==> src/rtl/core/hpq_pkg.sv <==
`timescale 1ns / 1ps
// ----------------------------------------------------------------------------
// hpq_pkg
// Shared types and codes of the heap priority queue.
// ----------------------------------------------------------------------------
package hpq_pkg;

    localparam int KEY_W = 32;
    localparam int PAY_W = 16;
    localparam int OCC_W = 7;

    typedef struct packed {
        logic [KEY_W-1:0] key;
        logic [PAY_W-1:0] payload;
    } entry_t;

    localparam logic CMD_INSERT = 1'b0;
    localparam logic CMD_REMOVE = 1'b1;

    typedef enum logic [1:0] {
        ST_DONE  = 2'd0,
        ST_FULL  = 2'd1,
        ST_EMPTY = 2'd2
    } status_t;

    typedef enum logic [3:0] {
        S_IDLE,
        S_UP_CHK,
        S_UP_CMP,
        S_RM_ROOT,
        S_RM_LAST,
        S_RM_LOAD,
        S_DN_CHK,
        S_DN_LEFT,
        S_DN_RIGHT,
        S_FINISH
    } state_t;

endpackage

==> src/rtl/core/hpq_mem.sv <==
`timescale 1ns / 1ps
// ----------------------------------------------------------------------------
// hpq_mem
// Heap entry store: one write port, one read port, registered read data.
// ----------------------------------------------------------------------------
module hpq_mem #(
    parameter int DEPTH = 64,
    localparam int AW = $clog2(DEPTH)
) (
    input  logic            clk,
    input  logic            we,
    input  logic [AW-1:0]   waddr,
    input  hpq_pkg::entry_t wdata,
    input  logic            re,
    input  logic [AW-1:0]   raddr,
    output hpq_pkg::entry_t rdata
);
    import hpq_pkg::*;

    entry_t mem [DEPTH];
    entry_t rdata_reg;

    always_ff @(posedge clk)
    begin
        if (we)
        begin
            mem[waddr] <= wdata;
        end
        if (re)
        begin
            rdata_reg <= mem[raddr];
        end
    end

    assign rdata = rdata_reg;

endmodule

==> src/rtl/core/binary_max_heap_priority_queue_unit.sv <==
`timescale 1ns / 1ps
// ----------------------------------------------------------------------------
// binary_max_heap_priority_queue_unit
// Binary max-heap of key/payload entries kept in one synchronous RAM.
// ----------------------------------------------------------------------------
//  channel | handshake             | fields
//  --------+-----------------------+------------------------------------------
//  command | cmd_valid / cmd_ready | cmd, key, payload
//  result  | rsp_valid / rsp_ready | status, out_key, out_payload, occupancy
//
// Sequencing: one command at a time. Insert fetches and compares each
// parent in turn while it climbs, and stops at the root or below a parent
// that is not smaller. Remove reads the root, then the last entry if any
// remain, and sinks it, fetching the left and then the right child at each
// level. The single RAM read port sets this: every parent or child fetch is
// issued, then compared. Full/empty rejects go straight to the result.
// Reset: heap empty, no result pending; RAM contents are not cleared.
// Stalls: a finished result sits in the output register; a new command is
// taken while it waits, and only the next result waits for rsp_ready.
// ----------------------------------------------------------------------------
module binary_max_heap_priority_queue_unit #(
    parameter int DEPTH = 64
) (
    input  logic                       clk,
    input  logic                       rst_n,
    input  logic                       cmd_valid,
    output logic                       cmd_ready,
    input  logic                       cmd,
    input  logic [hpq_pkg::KEY_W-1:0]  key,
    input  logic [hpq_pkg::PAY_W-1:0]  payload,
    output logic                       rsp_valid,
    input  logic                       rsp_ready,
    output logic [1:0]                 status,
    output logic [hpq_pkg::KEY_W-1:0]  out_key,
    output logic [hpq_pkg::PAY_W-1:0]  out_payload,
    output logic [hpq_pkg::OCC_W-1:0]  occupancy
);
    import hpq_pkg::*;

    localparam int AW = $clog2(DEPTH);      // RAM address width
    localparam int CW = $clog2(DEPTH + 1);  // entry count width

    // control state
    state_t          state_reg, state_next;
    logic [CW-1:0]   cnt_reg, cnt_next;
    logic            rsp_valid_reg, rsp_valid_next;

    // working registers
    logic [AW-1:0]   at_reg, at_next;       // current hole position
    logic [AW:0]     kid_reg, kid_next;     // left child index
    entry_t          ent_reg, ent_next;     // entry being sifted
    entry_t          lft_reg, lft_next;     // left child contents
    entry_t          rem_reg, rem_next;     // removed root
    status_t         st_reg, st_next;

    // result register
    status_t              rsp_status_reg, rsp_status_next;
    entry_t               rsp_ent_reg, rsp_ent_next;
    logic [OCC_W-1:0]     rsp_occ_reg, rsp_occ_next;

    // RAM port
    logic            mem_we, mem_re;
    logic [AW-1:0]   mem_waddr, mem_raddr;
    entry_t          mem_wdata, mem_rdata;

    // index arithmetic
    logic [AW:0]     left_idx, right_idx, cnt_ext;
    logic [AW-1:0]   parent_idx;
    entry_t          pick_ent;
    logic [AW-1:0]   pick_idx;

    hpq_mem #(.DEPTH(DEPTH)) u_mem (
        .clk   (clk),
        .we    (mem_we),
        .waddr (mem_waddr),
        .wdata (mem_wdata),
        .re    (mem_re),
        .raddr (mem_raddr),
        .rdata (mem_rdata)
    );

    assign left_idx   = {at_reg, 1'b1};
    assign right_idx  = kid_reg + 1'b1;
    assign cnt_ext    = (AW+1)'(cnt_reg);
    assign parent_idx = AW'((at_reg - 1'b1) >> 1);

    // child selection: right only when strictly larger, ties go left
    always_comb
    begin
        pick_ent = mem_rdata;
        pick_idx = kid_reg[AW-1:0];
        if (state_reg == S_DN_RIGHT)
        begin
            if (mem_rdata.key > lft_reg.key)
            begin
                pick_ent = mem_rdata;
                pick_idx = right_idx[AW-1:0];
            end
            else
            begin
                pick_ent = lft_reg;
                pick_idx = kid_reg[AW-1:0];
            end
        end
    end

    always_ff @(posedge clk or negedge rst_n)
    begin
        if (!rst_n)
        begin
            state_reg     <= S_IDLE;
            cnt_reg       <= '0;
            rsp_valid_reg <= 1'b0;
        end
        else
        begin
            state_reg     <= state_next;
            cnt_reg       <= cnt_next;
            rsp_valid_reg <= rsp_valid_next;
        end
    end

    always_ff @(posedge clk)
    begin
        at_reg         <= at_next;
        kid_reg        <= kid_next;
        ent_reg        <= ent_next;
        lft_reg        <= lft_next;
        rem_reg        <= rem_next;
        st_reg         <= st_next;
        rsp_status_reg <= rsp_status_next;
        rsp_ent_reg    <= rsp_ent_next;
        rsp_occ_reg    <= rsp_occ_next;
    end

    always_comb
    begin
        state_next      = state_reg;
        cnt_next        = cnt_reg;
        at_next         = at_reg;
        kid_next        = kid_reg;
        ent_next        = ent_reg;
        lft_next        = lft_reg;
        rem_next        = rem_reg;
        st_next         = st_reg;
        rsp_valid_next  = rsp_valid_reg && !rsp_ready;
        rsp_status_next = rsp_status_reg;
        rsp_ent_next    = rsp_ent_reg;
        rsp_occ_next    = rsp_occ_reg;
        mem_we          = 1'b0;
        mem_waddr       = at_reg;
        mem_wdata       = ent_reg;
        mem_re          = 1'b0;
        mem_raddr       = '0;
        cmd_ready       = (state_reg == S_IDLE);

        case (state_reg)
            S_IDLE:
            begin
                if (cmd_valid)
                begin
                    rem_next = '0;
                    st_next  = ST_DONE;
                    if (cmd == CMD_INSERT)
                    begin
                        if (cnt_reg == CW'(DEPTH))
                        begin
                            st_next    = ST_FULL;
                            state_next = S_FINISH;
                        end
                        else
                        begin
                            ent_next   = '{key: key, payload: payload};
                            at_next    = AW'(cnt_reg);
                            cnt_next   = cnt_reg + 1'b1;
                            state_next = S_UP_CHK;
                        end
                    end
                    else
                    begin
                        if (cnt_reg == '0)
                        begin
                            st_next    = ST_EMPTY;
                            state_next = S_FINISH;
                        end
                        else
                        begin
                            cnt_next   = cnt_reg - 1'b1;
                            state_next = S_RM_ROOT;
                        end
                    end
                end
            end

            // sift up: fetch parent unless at the root
            S_UP_CHK:
            begin
                if (at_reg == '0)
                begin
                    mem_we     = 1'b1;
                    state_next = S_FINISH;
                end
                else
                begin
                    mem_re     = 1'b1;
                    mem_raddr  = parent_idx;
                    state_next = S_UP_CMP;
                end
            end

            S_UP_CMP:
            begin
                mem_we = 1'b1;
                if (ent_reg.key > mem_rdata.key)
                begin
                    mem_wdata  = mem_rdata;   // parent moves down into the hole
                    at_next    = parent_idx;
                    state_next = S_UP_CHK;
                end
                else
                begin
                    state_next = S_FINISH;
                end
            end

            S_RM_ROOT:
            begin
                mem_re     = 1'b1;
                mem_raddr  = '0;
                state_next = S_RM_LAST;
            end

            S_RM_LAST:
            begin
                rem_next = mem_rdata;
                if (cnt_reg == '0)
                begin
                    state_next = S_FINISH;
                end
                else
                begin
                    mem_re     = 1'b1;
                    mem_raddr  = AW'(cnt_reg);
                    state_next = S_RM_LOAD;
                end
            end

            S_RM_LOAD:
            begin
                ent_next   = mem_rdata;
                at_next    = '0;
                state_next = S_DN_CHK;
            end

            // sift down: fetch left child if it exists
            S_DN_CHK:
            begin
                if (left_idx >= cnt_ext)
                begin
                    mem_we     = 1'b1;
                    state_next = S_FINISH;
                end
                else
                begin
                    mem_re     = 1'b1;
                    mem_raddr  = left_idx[AW-1:0];
                    kid_next   = left_idx;
                    state_next = S_DN_LEFT;
                end
            end

            S_DN_LEFT, S_DN_RIGHT:
            begin
                if (state_reg == S_DN_LEFT && right_idx < cnt_ext)
                begin
                    lft_next   = mem_rdata;
                    mem_re     = 1'b1;
                    mem_raddr  = right_idx[AW-1:0];
                    state_next = S_DN_RIGHT;
                end
                else
                begin
                    mem_we = 1'b1;
                    if (ent_reg.key >= pick_ent.key)
                    begin
                        state_next = S_FINISH;
                    end
                    else
                    begin
                        mem_wdata  = pick_ent;   // child moves up into the hole
                        at_next    = pick_idx;
                        state_next = S_DN_CHK;
                    end
                end
            end

            S_FINISH:
            begin
                if (!rsp_valid_reg || rsp_ready)
                begin
                    rsp_valid_next  = 1'b1;
                    rsp_status_next = st_reg;
                    rsp_ent_next    = rem_reg;
                    rsp_occ_next    = OCC_W'(cnt_reg);
                    state_next      = S_IDLE;
                end
            end

            default:
            begin
                state_next = S_IDLE;
            end
        endcase
    end

    assign rsp_valid   = rsp_valid_reg;
    assign status      = rsp_status_reg;
    assign out_key     = rsp_ent_reg.key;
    assign out_payload = rsp_ent_reg.payload;
    assign occupancy   = rsp_occ_reg;

endmodule

==> config.mk <==
export PLATFORM = sky130hd
export DESIGN_NAME = binary_max_heap_priority_queue_unit
export DESIGN_NICKNAME = d
export VERILOG_FILES = /design/src/rtl/core/hpq_pkg.sv /design/src/rtl/core/hpq_mem.sv /design/src/rtl/core/binary_max_heap_priority_queue_unit.sv
export SDC_FILE = /design/constraint.sdc
export NUM_CORES = 2
export LEC_CHECK = 0
export ABC_AREA = 1
export ABC_CLOCK_PERIOD_IN_PS = 9800
export BUFFER_PORTS_ARGS = -buffer_cell sky130_fd_sc_hd__buf_2
export CORE_MARGIN = 10
export CORE_UTILIZATION = 45
export DETAILED_ROUTE_END_ITERATION = 12
export GPL_TIMING_DRIVEN = 0
export SLEW_MARGIN = 20
export SYNTH_ARGS = -nofsm -noshare
export SYNTH_HDL_FRONTEND = slang
export SYNTH_SLANG_ARGS = --single-unit
==> constraint.sdc <==
create_clock -name clk -period 9.8 [get_ports clk]
set_clock_uncertainty 0.2 [all_clocks]
set_input_delay 1.96 -clock clk [delete_from_list [all_inputs] [get_ports clk]]
set_output_delay 1.96 -clock clk [all_outputs]
set_load 0.1 [all_outputs]
==> summary.md <==
| Metric | Value |
|---|---|
| Status | `finished clean` |
| Placed instance area | `151000 um^2` |
| FF+latch count, synth | `~3300` |
| Startpoint types | `register` |
| Cells after synthesis | `between 10000 and 15000` |
| Layout net count | `12800` |
| Post-synth ARST share | `less than 1%` |
| Grt ovf | `0` |
| CTS H-Tree Depth | `5` |
| First-pass GRT wire length | `693000 um` |
| Pre-Repair DR Iteration Count | `9` |
| Core Area | `308000 um^2` |
| Crit share post-route | `81.0%` |
| Most frequent cell after synthesis | `nand3_1` |
| FILL cells | `26100` |
| Main synth FF type | `edfxtp_1` |
| Final Hold Fails | `0` |
| Slew Limit Fails | `0` |
| Initial Util | `45.1%` |
| Seq/Total Area, Yosys | `72.3%` |
| Area of the multi-input gates | `34700 um^2` |
| WHS | `0.215 ns` |
| EDFF count, synth | `3335` |
| GP Congestion | `1.03` |
| Synth top area share | `between 70% and 80%` |
| CTS Sinks | `3347` |
| Drt total wl | `500000 um` |
| DR iter-0 viols | `14400` |
| Synth area leader | `edfxtp_1` |
| Top reg by flops | `u_mem.mem` |
| WP data required | `10.36 ns` |
| Final Core Density | `52.6%` |
| Synth-to-Final Area Change | `16.7%` |
| Io pins | `roughly 110` |
| Storage element area | `100000 um^2` |
| PortBufs | `111` |
| Max-Cap Viols | `0` |
| Avg Synthesized Cell Area | `11.8 um^2` |
| Final Instance Area | `162000 um^2` |
| Clock Tree Buf Depth | `4` |
| Worst setup EP type | `register` |
| Max reg flops | `3072` |
| CTS clk-pin slew, worst paths | `0.06 ns` |
| DR DRC count | `0` |
| Clk Latency, worst-skew pair | `0.97 ns` |
| CTS Hold Buffers Added | `0` |
| Post-DP HPWL | `roughly 370000 um` |
| Layout cell share with drive strength beyond 1 | `12.1%` |
| Total GRT Usage | `between 20% and 30%` |
| Largest net degree at the start of global routing | `53` |
| Vias in the first global route | `about 93000` |
| Setup Fix Bufs, Post-CTS | `0` |
| Via density | `5.88` |
| ANT nets after route | `0` |
| Tmin final | `a little under 8 ns` |
| Initial antenna violation count | `40` |
| Synth area leaders | `edfxtp_1 72%, nand3_1 13%, nand2_1 8.6%` |
| Tightest Pin Transition | `1.16 ns` |
| RSZ-0062 raised after global routing | `no` |
| Resized Gates After CTS | `0` |
| Post-Syn Area | `139000 um^2` |
| Synth cell count leaders | `3668 x nand3_1, 3335 x edfxtp_1, 3200 x nand2_1, 433 x buf_2, 260 x clkbuf_1` |
| Setup violators final | `0` |
| Height of the die | `576 um` |
| Critical path class | `register to register` |
| Via count | `100000` |
| CTS tree | `done` |
| Crit Path Max Fanout | `14` |
| Die ar. | `332000 um^2` |
| Synth unique cells | `45` |
| Min-Delay Path Class | `register to register` |
| Wire per inst | `29.4 um` |
| CTS buffer count | `~350` |
| Slew headroom | `22.2%` |
| Fmax | `126 MHz` |
| Row count | `204` |
| Die width | `576 um` |
| Syn Nets | `11900` |
| Synthesis warning total | `0` |
| CTS root buffer | `clkbuf_16` |
| WP data arrival | `between 8 and 9 ns` |
[layout by cell type, fill, tap and decap left out, types with 7 or more instances in the layout]
cell	count
nand3_1	3646
edfxtp_1	3335
nand2_1	3198
buf_2	555
clkbuf_16	352
clkbuf_1	321
inv_1	212
buf_6	142
ha_1	116
nor2_1	103
buf_12	90
clkinv_1	80
o21ai_0	76
buf_4	66
nor2_4	61
clkinv_2	61
buf_16	60
buf_1	58
a21oi_1	57
nand4_1	56
buf_8	37
bufinv_16	26
diode_2	23
nand3_4	17
clkinvlp_4	15
inv_2	13
dfrtp_1	12
inv_6	10
nor3_1	9
xor2_1	7
nand3_2	7
clkinv_8	7
[logic make-up (layout without fill, tap and decap cells)]
group	count (synthesis)	in the layout	share of synthesized area [%]
adders and majority gates	117	117	1.06
and+or+nand+nor	7121	7121	22.7
xor gates and xnor gates	10	10	0.0630
DFF	3347	3347	72.3
other	0	23	0
buffers and inverters	1024	2121	3.28
AOI/OAI and AO/OA	160	160	0.624
[path summary, 6_finish.rpt]
| path | from | end | slack, ns | cells after the start |
|---|---|---|---|---|
| worst max-delay path | u_mem.rdata[47] | u_mem.mem[23][27] | 1.87 | 25 |
| worst min-delay path | rem_reg[25] | out_key[9] | 0.21 | 0 |
| worst max register to register | u_mem.rdata[47] | u_mem.mem[23][27] | 1.87 | 25 |
| worst min register to register | rem_reg[25] | out_key[9] | 0.21 | 0 |
| max in group asynchronous | rst_n | cnt_ext[4] | 8.47 | 1 |
| min in group asynchronous | rst_n | cnt_ext[6] | 0.70 | 1 |
[routing by layer]
metal	vias up	global-route usage (%)	share of wire, %	wire length, um
li1	44000	-	-	-
met1	49100	39.4	39	193000
met2	5992	43.9	44	219000
met3	984	6.95	12	57500
met4	12	14.9	6.1	30700
met5	-	0	0.017	87
[final cells by class]
| cell class | instances | area share, % |
|---|---|---|
| clock buffers | 418 | 5.58 |
| repair buffers | 471 | 3.92 |
| clock inverters | 208 | 1.15 |
| well taps | 4120 | 3.18 |
| diodes | 23 | 0.0355 |
| flip-flops and latches | 3347 | 61.9 |
| plain buffers | 797 | 2.29 |
| multi-input cells | 7408 | 21.4 |
| inverters | 227 | 0.525 |
[worst max-delay path, cell delays in order, from the launching register on]
cell and delay, ns:
edfxtp_1 0.53, ha_1 0.39, nand4_1 0.12, inv_1 0.08, nand4_1 0.15, nor2_1 0.35, nand3_1 0.15, nand2_1 0.19
clkbuf_1 0.44, clkbuf_1 0.44, nand3_1 0.24, nand2_1 0.13, ha_1 0.15, nand2_1 0.06, nor2_1 0.14, nand4_1 0.23
nor4_1 0.85, nand4_1 0.26, nand4_1 0.29, clkbuf_1 0.44, clkbuf_1 0.51, nand3_1 0.14, nand4_1 0.53, buf_8 0.27
buf_6 0.21, buf_6 0.22
[per-stage QoR]
step	worst slack (ns)	cells	TNS, ns
after floorplan	1.51	11800	0
after global routing	1.78	17000	0
after detailed placement	2.15	16400	0
after global placement	-4.64	16000	-2784.59
after CTS	2.09	17000	0
final	1.87	17000	0
Power is not shown: default switching activity piles up to over one toggle a cycle in this logic, so the estimate is an artifact.
